--- src/rtl/ggsf_pkg.sv ---
`timescale 1ns / 1ps
// ============================================================================
// ggsf_pkg - shared types and constants of the glow splat frame store
// Operation and register codes, sequencer states, multiplier widths and the
// fractional power-of-two table used for the gaussian weight.
// ============================================================================
package ggsf_pkg;

    // Operation codes carried in func
    localparam logic [1:0] FUNC_CLEAR = 2'd0;
    localparam logic [1:0] FUNC_SPLAT = 2'd1;
    localparam logic [1:0] FUNC_READ  = 2'd2;

    // Configuration register indexes
    localparam int CFG_INDEX_W = 4;
    localparam int CFG_DATA_W  = 12;
    localparam logic [CFG_INDEX_W-1:0] REG_WEIGHT_THRESHOLD = 4'd0;
    localparam logic [CFG_INDEX_W-1:0] REG_FALLOFF_RATE     = 4'd1;

    localparam logic [11:0] THRESHOLD_RESET = 12'd61;
    localparam logic [9:0]  FALLOFF_RESET   = 10'd320;

    // log2(e) in Q.12 and 1.0 in Q1.12
    localparam logic [12:0] LOG2E_Q12 = 13'd5909;
    localparam logic [12:0] ONE_Q12   = 13'd4096;

    // Shared multiplier operand widths: squared distance times exponent scale
    localparam int MUL_A_W = 27;
    localparam int MUL_B_W = 23;
    localparam int MUL_P_W = MUL_A_W + MUL_B_W;

    localparam int PIXEL_W = 24;

    // round(65536 * 2^(-f/16))
    localparam logic [16:0] POW2_FRAC [16] = '{
        17'd65536, 17'd62757, 17'd60097, 17'd57549,
        17'd55109, 17'd52773, 17'd50535, 17'd48393,
        17'd46341, 17'd44376, 17'd42495, 17'd40693,
        17'd38968, 17'd37316, 17'd35734, 17'd34219
    };

    typedef enum logic [3:0] {
        S_IDLE,
        S_RD,
        S_K,
        S_DX,
        S_DY,
        S_U,
        S_E,
        S_W,
        S_T,
        S_CR,
        S_CG,
        S_CB,
        S_WR,
        S_DONE
    } state_t;

    // q holds the exponent in sixteenths of an octave; result is Q1.16
    function automatic logic [16:0] exp_lookup(input logic [17:0] q);
        logic [16:0] frac;
        begin
            frac = POW2_FRAC[q[3:0]];
            if (q[17:8] != 10'd0)
            begin
                return 17'd0;
            end
            return frac >> q[7:4];
        end
    endfunction

endpackage

--- src/rtl/ggsf_ram.sv ---
`timescale 1ns / 1ps
// ============================================================================
// ggsf_ram - generic single-write, single-read RAM
// One write port and one read port with registered read data.
// ============================================================================
module ggsf_ram #(
    parameter int WIDTH = 24,
    parameter int DEPTH = 64
) (
    input  logic                     clk,
    input  logic                     we,
    input  logic [$clog2(DEPTH)-1:0] waddr,
    input  logic [WIDTH-1:0]         wdata,
    input  logic                     re,
    input  logic [$clog2(DEPTH)-1:0] raddr,
    output logic [WIDTH-1:0]         rdata
);

    logic [WIDTH-1:0] mem [DEPTH];
    logic [WIDTH-1:0] rdata_reg;

    always_ff @(posedge clk)
    begin
        if (we)
        begin
            mem[waddr] <= wdata;
        end
        if (re)
        begin
            rdata_reg <= mem[raddr];
        end
    end

    assign rdata = rdata_reg;

endmodule

--- src/rtl/ggsf_mul.sv ---
`timescale 1ns / 1ps
// ============================================================================
// ggsf_mul - shared unsigned multiplier
// Registered product; every multiply of the splat sequencer goes through here.
// ============================================================================
module ggsf_mul (
    input  logic                        clk,
    input  logic [ggsf_pkg::MUL_A_W-1:0] a,
    input  logic [ggsf_pkg::MUL_B_W-1:0] b,
    output logic [ggsf_pkg::MUL_P_W-1:0] p
);
    import ggsf_pkg::*;

    logic [MUL_P_W-1:0] p_reg;

    always_ff @(posedge clk)
    begin
        p_reg <= MUL_P_W'(a) * MUL_P_W'(b);
    end

    assign p = p_reg;

endmodule

--- src/rtl/gaussian_glow_splat_framebuffer.sv ---
`timescale 1ns / 1ps
// ============================================================================
// gaussian_glow_splat_framebuffer - additive gaussian glow frame store
// GRID_SIDE x GRID_SIDE RGB store; clear, splat and read requests, one
// response per request. Weights use one shared multiplier and an exp table.
// ============================================================================
// Sequence: clear and unused codes go straight to the response, a read
//   first reads the RAM, a splat walks every pixel (colour steps only if touched).
// Throughput: one request at a time; the splat time is set by the per-pixel
//   walk through the single shared multiplier (up to seven products a pixel).
// A new request is taken while the previous response still waits.
// Reset: thresholds load 61 and 320, per-pixel valid bits clear at once so
//   the whole store reads black; there is no clearing pass.
module gaussian_glow_splat_framebuffer #(
    parameter int GRID_SIDE = 8
) (
    input  logic                              clk,
    input  logic                              rst_n,

    input  logic                              req_valid,
    output logic                              req_ready,
    input  logic [1:0]                        func,
    input  logic signed [12:0]                center_x,
    input  logic signed [12:0]                center_y,
    input  logic [23:0]                       color_rgb,
    input  logic [12:0]                       power,
    input  logic [5:0]                        pixel_index,

    output logic                              rsp_valid,
    input  logic                              rsp_ready,
    output logic [23:0]                       pixel_rgb,

    input  logic                              cfg_valid,
    output logic                              cfg_ready,
    input  logic [ggsf_pkg::CFG_INDEX_W-1:0]  cfg_index,
    input  logic [ggsf_pkg::CFG_DATA_W-1:0]   cfg_data
);
    import ggsf_pkg::*;

    localparam int PIXEL_COUNT = GRID_SIDE * GRID_SIDE;
    localparam int AW          = $clog2(PIXEL_COUNT);
    localparam int XW          = $clog2(GRID_SIDE);
    localparam logic [XW-1:0] LAST_POS = XW'(GRID_SIDE - 1);

    state_t state_reg, state_next;

    // request payload held for the duration of a splat
    logic signed [12:0] cx_reg, cx_next;
    logic signed [12:0] cy_reg, cy_next;
    logic [23:0]        color_reg, color_next;
    logic [12:0]        power_reg, power_next;

    logic [AW-1:0]      addr_reg, addr_next;
    logic [XW-1:0]      px_reg, px_next;
    logic [XW-1:0]      py_reg, py_next;
    logic               hit_reg, hit_next;

    logic [22:0]        k_reg, k_next;
    logic [25:0]        d2_reg, d2_next;
    logic [16:0]        e_reg, e_next;
    logic [12:0]        s_reg, s_next;
    logic [7:0]         gain_r_reg, gain_r_next;
    logic [7:0]         gain_g_reg, gain_g_next;
    logic [23:0]        res_reg, res_next;

    logic [PIXEL_COUNT-1:0] valid_reg, valid_next;

    logic [11:0]        thr_reg;
    logic [9:0]         fall_reg;

    logic               rsp_valid_reg, rsp_valid_next;
    logic [23:0]        pixel_rgb_reg, pixel_rgb_next;

    // shared multiplier
    logic [MUL_A_W-1:0] mul_a;
    logic [MUL_B_W-1:0] mul_b;
    logic [MUL_P_W-1:0] mul_p;

    // frame RAM
    logic               ram_we;
    logic [23:0]        ram_wdata;
    logic               ram_re;
    logic [AW-1:0]      ram_raddr;
    logic [23:0]        ram_rdata;

    logic               req_fire;
    logic               read_in_range;
    logic signed [14:0] dx, dy;
    logic [12:0]        dx_mag, dy_mag;
    logic [12:0]        weight;
    logic [23:0]        base;
    logic [7:0]         gain_b;
    logic [8:0]         sum_r, sum_g, sum_b;
    logic               rsp_free;

    ggsf_mul u_mul (
        .clk (clk),
        .a   (mul_a),
        .b   (mul_b),
        .p   (mul_p)
    );

    ggsf_ram #(
        .WIDTH (PIXEL_W),
        .DEPTH (PIXEL_COUNT)
    ) u_frame (
        .clk   (clk),
        .we    (ram_we),
        .waddr (addr_reg),
        .wdata (ram_wdata),
        .re    (ram_re),
        .raddr (ram_raddr),
        .rdata (ram_rdata)
    );

    assign req_ready = (state_reg == S_IDLE);
    assign req_fire  = req_valid && req_ready;
    assign cfg_ready = 1'b1;
    assign rsp_valid = rsp_valid_reg;
    assign pixel_rgb = pixel_rgb_reg;
    assign rsp_free  = !rsp_valid_reg || rsp_ready;

    assign read_in_range = (32'(pixel_index) < PIXEL_COUNT);

    // offsets of the pixel from the centre in Q.8
    assign dx = 15'({px_reg, 8'h00}) - {{2{cx_reg[12]}}, cx_reg};
    assign dy = 15'({py_reg, 8'h00}) - {{2{cy_reg[12]}}, cy_reg};
    assign dx_mag = dx[14] ? 13'(-dx) : 13'(dx);
    assign dy_mag = dy[14] ? 13'(-dy) : 13'(dy);

    // weight in Q1.12 from power * exp term
    assign weight = mul_p[28:16];

    // a pixel never written since the last clear reads black
    assign base   = valid_reg[addr_reg] ? ram_rdata : 24'd0;
    assign gain_b = mul_p[19:12];
    assign sum_r  = {1'b0, base[23:16]} + {1'b0, gain_r_reg};
    assign sum_g  = {1'b0, base[15:8]}  + {1'b0, gain_g_reg};
    assign sum_b  = {1'b0, base[7:0]}   + {1'b0, gain_b};
    assign ram_wdata = {sum_r[8] ? 8'hFF : sum_r[7:0],
                        sum_g[8] ? 8'hFF : sum_g[7:0],
                        sum_b[8] ? 8'hFF : sum_b[7:0]};

    // configuration writes
    always_ff @(posedge clk or negedge rst_n)
    begin
        if (!rst_n)
        begin
            thr_reg  <= THRESHOLD_RESET;
            fall_reg <= FALLOFF_RESET;
        end
        else if (cfg_valid && cfg_ready)
        begin
            case (cfg_index)
                REG_WEIGHT_THRESHOLD: thr_reg  <= cfg_data[11:0];
                REG_FALLOFF_RATE:     fall_reg <= cfg_data[9:0];
                default:              ;
            endcase
        end
    end

    // control state
    always_ff @(posedge clk or negedge rst_n)
    begin
        if (!rst_n)
        begin
            state_reg     <= S_IDLE;
            valid_reg     <= '0;
            rsp_valid_reg <= 1'b0;
        end
        else
        begin
            state_reg     <= state_next;
            valid_reg     <= valid_next;
            rsp_valid_reg <= rsp_valid_next;
        end
    end

    // datapath registers
    always_ff @(posedge clk)
    begin
        cx_reg        <= cx_next;
        cy_reg        <= cy_next;
        color_reg     <= color_next;
        power_reg     <= power_next;
        addr_reg      <= addr_next;
        px_reg        <= px_next;
        py_reg        <= py_next;
        hit_reg       <= hit_next;
        k_reg         <= k_next;
        d2_reg        <= d2_next;
        e_reg         <= e_next;
        s_reg         <= s_next;
        gain_r_reg    <= gain_r_next;
        gain_g_reg    <= gain_g_next;
        res_reg       <= res_next;
        pixel_rgb_reg <= pixel_rgb_next;
    end

    // sequencer
    always_comb
    begin
        state_next     = state_reg;
        cx_next        = cx_reg;
        cy_next        = cy_reg;
        color_next     = color_reg;
        power_next     = power_reg;
        addr_next      = addr_reg;
        px_next        = px_reg;
        py_next        = py_reg;
        hit_next       = hit_reg;
        k_next         = k_reg;
        d2_next        = d2_reg;
        e_next         = e_reg;
        s_next         = s_reg;
        gain_r_next    = gain_r_reg;
        gain_g_next    = gain_g_reg;
        res_next       = res_reg;
        valid_next     = valid_reg;
        pixel_rgb_next = pixel_rgb_reg;
        rsp_valid_next = rsp_valid_reg;
        mul_a          = '0;
        mul_b          = '0;
        ram_we         = 1'b0;
        ram_re         = 1'b0;
        ram_raddr      = addr_reg;

        // drop the response once taken
        if (rsp_valid_reg && rsp_ready)
        begin
            rsp_valid_next = 1'b0;
        end

        case (state_reg)
            S_IDLE:
            begin
                if (req_fire)
                begin
                    res_next   = 24'd0;
                    cx_next    = center_x;
                    cy_next    = center_y;
                    color_next = color_rgb;
                    power_next = power;
                    addr_next  = '0;
                    px_next    = '0;
                    py_next    = '0;
                    case (func)
                        FUNC_CLEAR:
                        begin
                            valid_next = '0;
                            state_next = S_DONE;
                        end
                        FUNC_SPLAT:
                        begin
                            state_next = S_K;
                        end
                        FUNC_READ:
                        begin
                            addr_next  = AW'(pixel_index);
                            hit_next   = read_in_range;
                            ram_re     = read_in_range;
                            ram_raddr  = AW'(pixel_index);
                            state_next = S_RD;
                        end
                        default:
                        begin
                            state_next = S_DONE;
                        end
                    endcase
                end
            end

            S_RD:
            begin
                res_next   = (hit_reg && valid_reg[addr_reg]) ? ram_rdata : 24'd0;
                state_next = S_DONE;
            end

            // exponent scale falloff * log2(e), once per splat
            S_K:
            begin
                mul_a      = MUL_A_W'(fall_reg);
                mul_b      = MUL_B_W'(LOG2E_Q12);
                state_next = S_DX;
            end

            // fetch the pixel and square the column offset
            S_DX:
            begin
                if (addr_reg == '0)
                begin
                    k_next = mul_p[22:0];
                end
                ram_re     = 1'b1;
                ram_raddr  = addr_reg;
                mul_a      = MUL_A_W'(dx_mag);
                mul_b      = MUL_B_W'(dx_mag);
                state_next = S_DY;
            end

            S_DY:
            begin
                d2_next    = mul_p[25:0];
                mul_a      = MUL_A_W'(dy_mag);
                mul_b      = MUL_B_W'(dy_mag);
                state_next = S_U;
            end

            // exponent in octaves, Q.36
            S_U:
            begin
                mul_a      = MUL_A_W'(d2_reg) + MUL_A_W'(mul_p[25:0]);
                mul_b      = k_reg;
                state_next = S_E;
            end

            S_E:
            begin
                e_next     = exp_lookup(mul_p[49:32]);
                state_next = S_W;
            end

            S_W:
            begin
                mul_a      = MUL_A_W'(e_reg);
                mul_b      = MUL_B_W'(power_reg);
                state_next = S_T;
            end

            // touch only pixels strictly above the threshold; remember the
            // outcome for the write-back step
            S_T:
            begin
                s_next   = (weight > ONE_Q12) ? ONE_Q12 : weight;
                hit_next = (weight > {1'b0, thr_reg});
                if (weight > {1'b0, thr_reg})
                begin
                    state_next = S_CR;
                end
                else
                begin
                    state_next = S_WR;
                end
            end

            S_CR:
            begin
                mul_a      = MUL_A_W'(s_reg);
                mul_b      = MUL_B_W'(color_reg[23:16]);
                state_next = S_CG;
            end

            S_CG:
            begin
                gain_r_next = mul_p[19:12];
                mul_a       = MUL_A_W'(s_reg);
                mul_b       = MUL_B_W'(color_reg[15:8]);
                state_next  = S_CB;
            end

            S_CB:
            begin
                gain_g_next = mul_p[19:12];
                mul_a       = MUL_A_W'(s_reg);
                mul_b       = MUL_B_W'(color_reg[7:0]);
                state_next  = S_WR;
            end

            // write back a touched pixel, then advance to the next one
            S_WR:
            begin
                ram_we = hit_reg;
                if (ram_we)
                begin
                    valid_next[addr_reg] = 1'b1;
                end
                addr_next  = addr_reg + AW'(1);
                state_next = S_DX;
                if (px_reg == LAST_POS)
                begin
                    px_next = '0;
                    py_next = py_reg + XW'(1);
                    if (py_reg == LAST_POS)
                    begin
                        state_next = S_DONE;
                    end
                end
                else
                begin
                    px_next = px_reg + XW'(1);
                end
            end

            // hand the result to the response register when it frees up
            S_DONE:
            begin
                if (rsp_free)
                begin
                    pixel_rgb_next = res_reg;
                    rsp_valid_next = 1'b1;
                    state_next     = S_IDLE;
                end
            end

            default:
            begin
                state_next = S_IDLE;
            end
        endcase
    end

    // ------------------------------------------------------------------
    // Assertions
    // ------------------------------------------------------------------
    a_splat_start: assert property (@(posedge clk) disable iff (!rst_n)
        req_fire && func == FUNC_SPLAT |=> state_reg == S_K)
        else $error("splat request did not start the sequencer");

    a_clear_valid: assert property (@(posedge clk) disable iff (!rst_n)
        req_fire && func == FUNC_CLEAR |=> valid_reg == '0)
        else $error("clear request left pixels marked written");

    a_addr_track: assert property (@(posedge clk) disable iff (!rst_n)
        state_reg == S_DX |->
            32'(addr_reg) == 32'(py_reg) * GRID_SIDE + 32'(px_reg))
        else $error("pixel address out of step with row and column");

    a_write_touch: assert property (@(posedge clk) disable iff (!rst_n)
        ram_we |-> state_reg == S_WR && $past(state_reg) == S_CB)
        else $error("frame write without a completed channel blend");

endmodule

--- config.mk ---
export PLATFORM = sky130hd
export DESIGN_NAME = gaussian_glow_splat_framebuffer
export DESIGN_NICKNAME = d
export VERILOG_FILES = /design/src/rtl/ggsf_pkg.sv /design/src/rtl/ggsf_ram.sv /design/src/rtl/ggsf_mul.sv /design/src/rtl/gaussian_glow_splat_framebuffer.sv
export SDC_FILE = /design/constraint.sdc
export NUM_CORES = 2
export LEC_CHECK = 0
export CAP_MARGIN = 10
export CORE_MARGIN = 2
export CORE_UTILIZATION = 24
export DETAILED_ROUTE_END_ITERATION = 10
export DONT_BUFFER_PORTS = 1
export PLACE_DENSITY = 0.36
export REMOVE_ABC_BUFFERS = 1
export SLEW_MARGIN = 20
export SYNTH_ARGS = -nofsm -noshare
export SYNTH_HDL_FRONTEND = slang
export SYNTH_SLANG_ARGS = --single-unit
--- constraint.sdc ---
create_clock -name clk -period 21.9 [get_ports clk]
set_input_delay 1.095 -clock clk [delete_from_list [all_inputs] [get_ports clk]]
set_output_delay 1.095 -clock clk [all_outputs]
set_load 0.05 [all_outputs]
==> metrics.cfg <==
[clock_tree]
post-cts-setup-buffers=0
clk_latency_ns=0.95
cts_tree=done
cts_repair_resize_count=0
cts_root_buf=clkbuf_16
cts_buffer_depth=4
htreeDepth=4
numCtsBuffers=221
postCtsHoldBufs=2
cts.sinks=1917
clk_pin_slew_ns=0.06

[timing]
rsz0062_at_grt=false
finalHoldViolCount=0
post-route-min-period_ns=11.19
finalMaxSlewViolations=0
skew_ns=0.08863
setup_viol_count_final=0
worstMarginPinSlew_ns=1.256
slew_headroom_pct=16.03
fmax_mhz=89.33
hold-worst-slack_ns=0.09782
post-route-period-util_pct=51.12
worst_slack_ns=10.71

[finish]
stdcell_area_um2=113600
seq_area_um2=56650
final_cell_mix=edfxtp_1, nand2_1, inv_1
final_core_util_pct=27.93
multi_input_area_um2=38250
fillCellCount=41715
largest_register_ffs=1536
fin_nets=8721
area_growth_pct=15.73
drive_above_1_share_pct=12.21
mostFrequentLayoutCell=edfxtp_1

[die]
start_util_pct=24.14
dieArea_um2=414100
io-pin-count=119
die_y_um=643.5
die_w_um=643.5
fp-row-count=234
core_area_um2=406700

[setup_path]
setup.worst_path.start_class=register
r2r_start=cx_reg[0]$_DFFE_PP_
slowest_stage=a221oi_1
path_class=register to register
r2r_cells=30
cp-end-kind=register
worst_path_most_repeated_cell=fa_1
cpPeakStageDelay_ns=0.96
crit_fanout=15
worstPathArrival_ns=11.95
cp.required_ns=22.66
rrSetupSlack_ns=10.71
r2r_end=u_mul.p[49]$_DFF_P_

[min_path]
min_path_type=input pin to asynchronous set/reset pin

[run]
maxCapViolCount=0

[yosys]
ys.flop_type=edfxtp_1
avgSynthCellArea_um2=12.65
synthesis.instances=7758
synth_edf_count=1779
ys_async_sr_fraction_pct=4.747
yosysWarnings=0
ys_ff_latch=1917
seq_area_frac_synth_pct=57.71
ys_types=97
syn-cell-area_um2=98160

[route]
drt-pass1-iter-count=6
drt_iter0_drc=5004
wl_per_cell_um=27.32
wl_um=367900
drt-vias-per-instance=4.655
vias=62699
drtAntennaViolNets=0
drc=0

[placed_design]
place_area_um2=106300
post-place-ws_ns=10.73
port_buffers=0
dp_hpwl_um=246400
gp_congestion=0.8662

[global_routing]
gr-total-overflow=0
grt_start_max_net_pins=109
grt_pass1_wl_um=515600
track_usage_pct=17.50
antenna_found_initial=44
grt_pass1_vias=64320

[pwr]
ir_drop_mv=0.1106
power_density_nw_per_um2=135.7
p_leak_uw=0.04085

[status]
outcome=finished, final reports clean

## how the worst max path moves through the flow
stage / start / endpoint
floorplan: func[0] / u_frame.rdata[0]$_DFFE_PP_
global placement: cx_reg[0]$_DFFE_PP_ / u_mul.p[44]$_DFF_P_
detailed placement: cx_reg[0]$_DFFE_PP_ / u_mul.p[44]$_DFF_P_
CTS: cx_reg[0]$_DFFE_PP_ / u_mul.p[44]$_DFF_P_
global route: cx_reg[0]$_DFFE_PP_ / u_mul.p[44]$_DFF_P_
finish: cx_reg[0]$_DFFE_PP_ / u_mul.p[49]$_DFF_P_
## cells in the mapped netlist (83+ instances only)
library cell | number | area share, %
nand2_1 | 1377 | 5.3
mux4_2 | 146 | 3.3
inv_1 | 665 | 2.5
nor2_1 | 456 | 1.7
nand4_1 | 86 | 0.55
a21oi_1 | 364 | 1.9
ha_1 | 262 | 3.3
a2111oi_0 | 98 | 0.87
nand3_1 | 301 | 1.5
clkbuf_1 | 261 | 1.0
buf_2 | 83 | 0.42
o21ai_0 | 119 | 0.61
fa_1 | 526 | 11
edfxtp_1 | 1779 | 54
mux2i_1 | 84 | 0.86
dfrtp_1 | 84 | 2.1
## worst max-delay path: cells and delay by family (launching register included)
family / cells / cell delay (ns)
AO/OA/AOI/OAI: 9 / 3.52
adder cells (fa/ha/maj): 9 / 4.11
XOR/XNOR: 1 / 0.15
flip-flops: 1 / 0.46
AND/OR/NAND/NOR: 7 / 2.46
buffers and inverters: 4 / 0.31
## final cells by class
type | instances | share of cell area (%)
well taps | 5428 | 5.978
clock inverters | 132 | 1.251
clock buffers | 267 | 5.102
diodes | 23 | 0.05067
inverters | 668 | 2.209
repair buffers | 274 | 1.868
multi-input cells | 4759 | 33.67
flip-flops and latches | 1917 | 49.87
## cell families after synthesis
group	Yosys count	synth area share (%)
flip-flops	1917	57.71
buffers and inverters	1082	4.359
other	1	0.003820
XOR/XNOR	115	1.026
adder cells (fa/ha/maj)	788	14.07
multiplexers	254	4.482
AND/OR/NAND/NOR	2606	11.64
AO/OA/AOI/OAI	995	6.707
## metal layers
layer / GRT usage (%) / routed length, um
met5: 0 / 24
met4: 5.772 / 13980
met1: 22.41 / 155800
met2: 30.60 / 182800
met3: 2.026 / 15300
## per-stage QoR
step	power, uW	std cells	TNS (ns)
floorplan	9498	7344	-452.20
global placement	11780	13043	0
detailed placement	11770	13044	0
CTS	15650	13445	0
global route	16320	13454	0
finish	15420	13468	0
## where the power goes
part           switching (uW)  internal (uW)  leakage [uW]  total (uW)
logic                    4780           2000        0.0197        6780
registers                 190           4690        0.0177        4880
clock network            1590           2170       0.00352        3760
(Power assumes the default switching activity.)
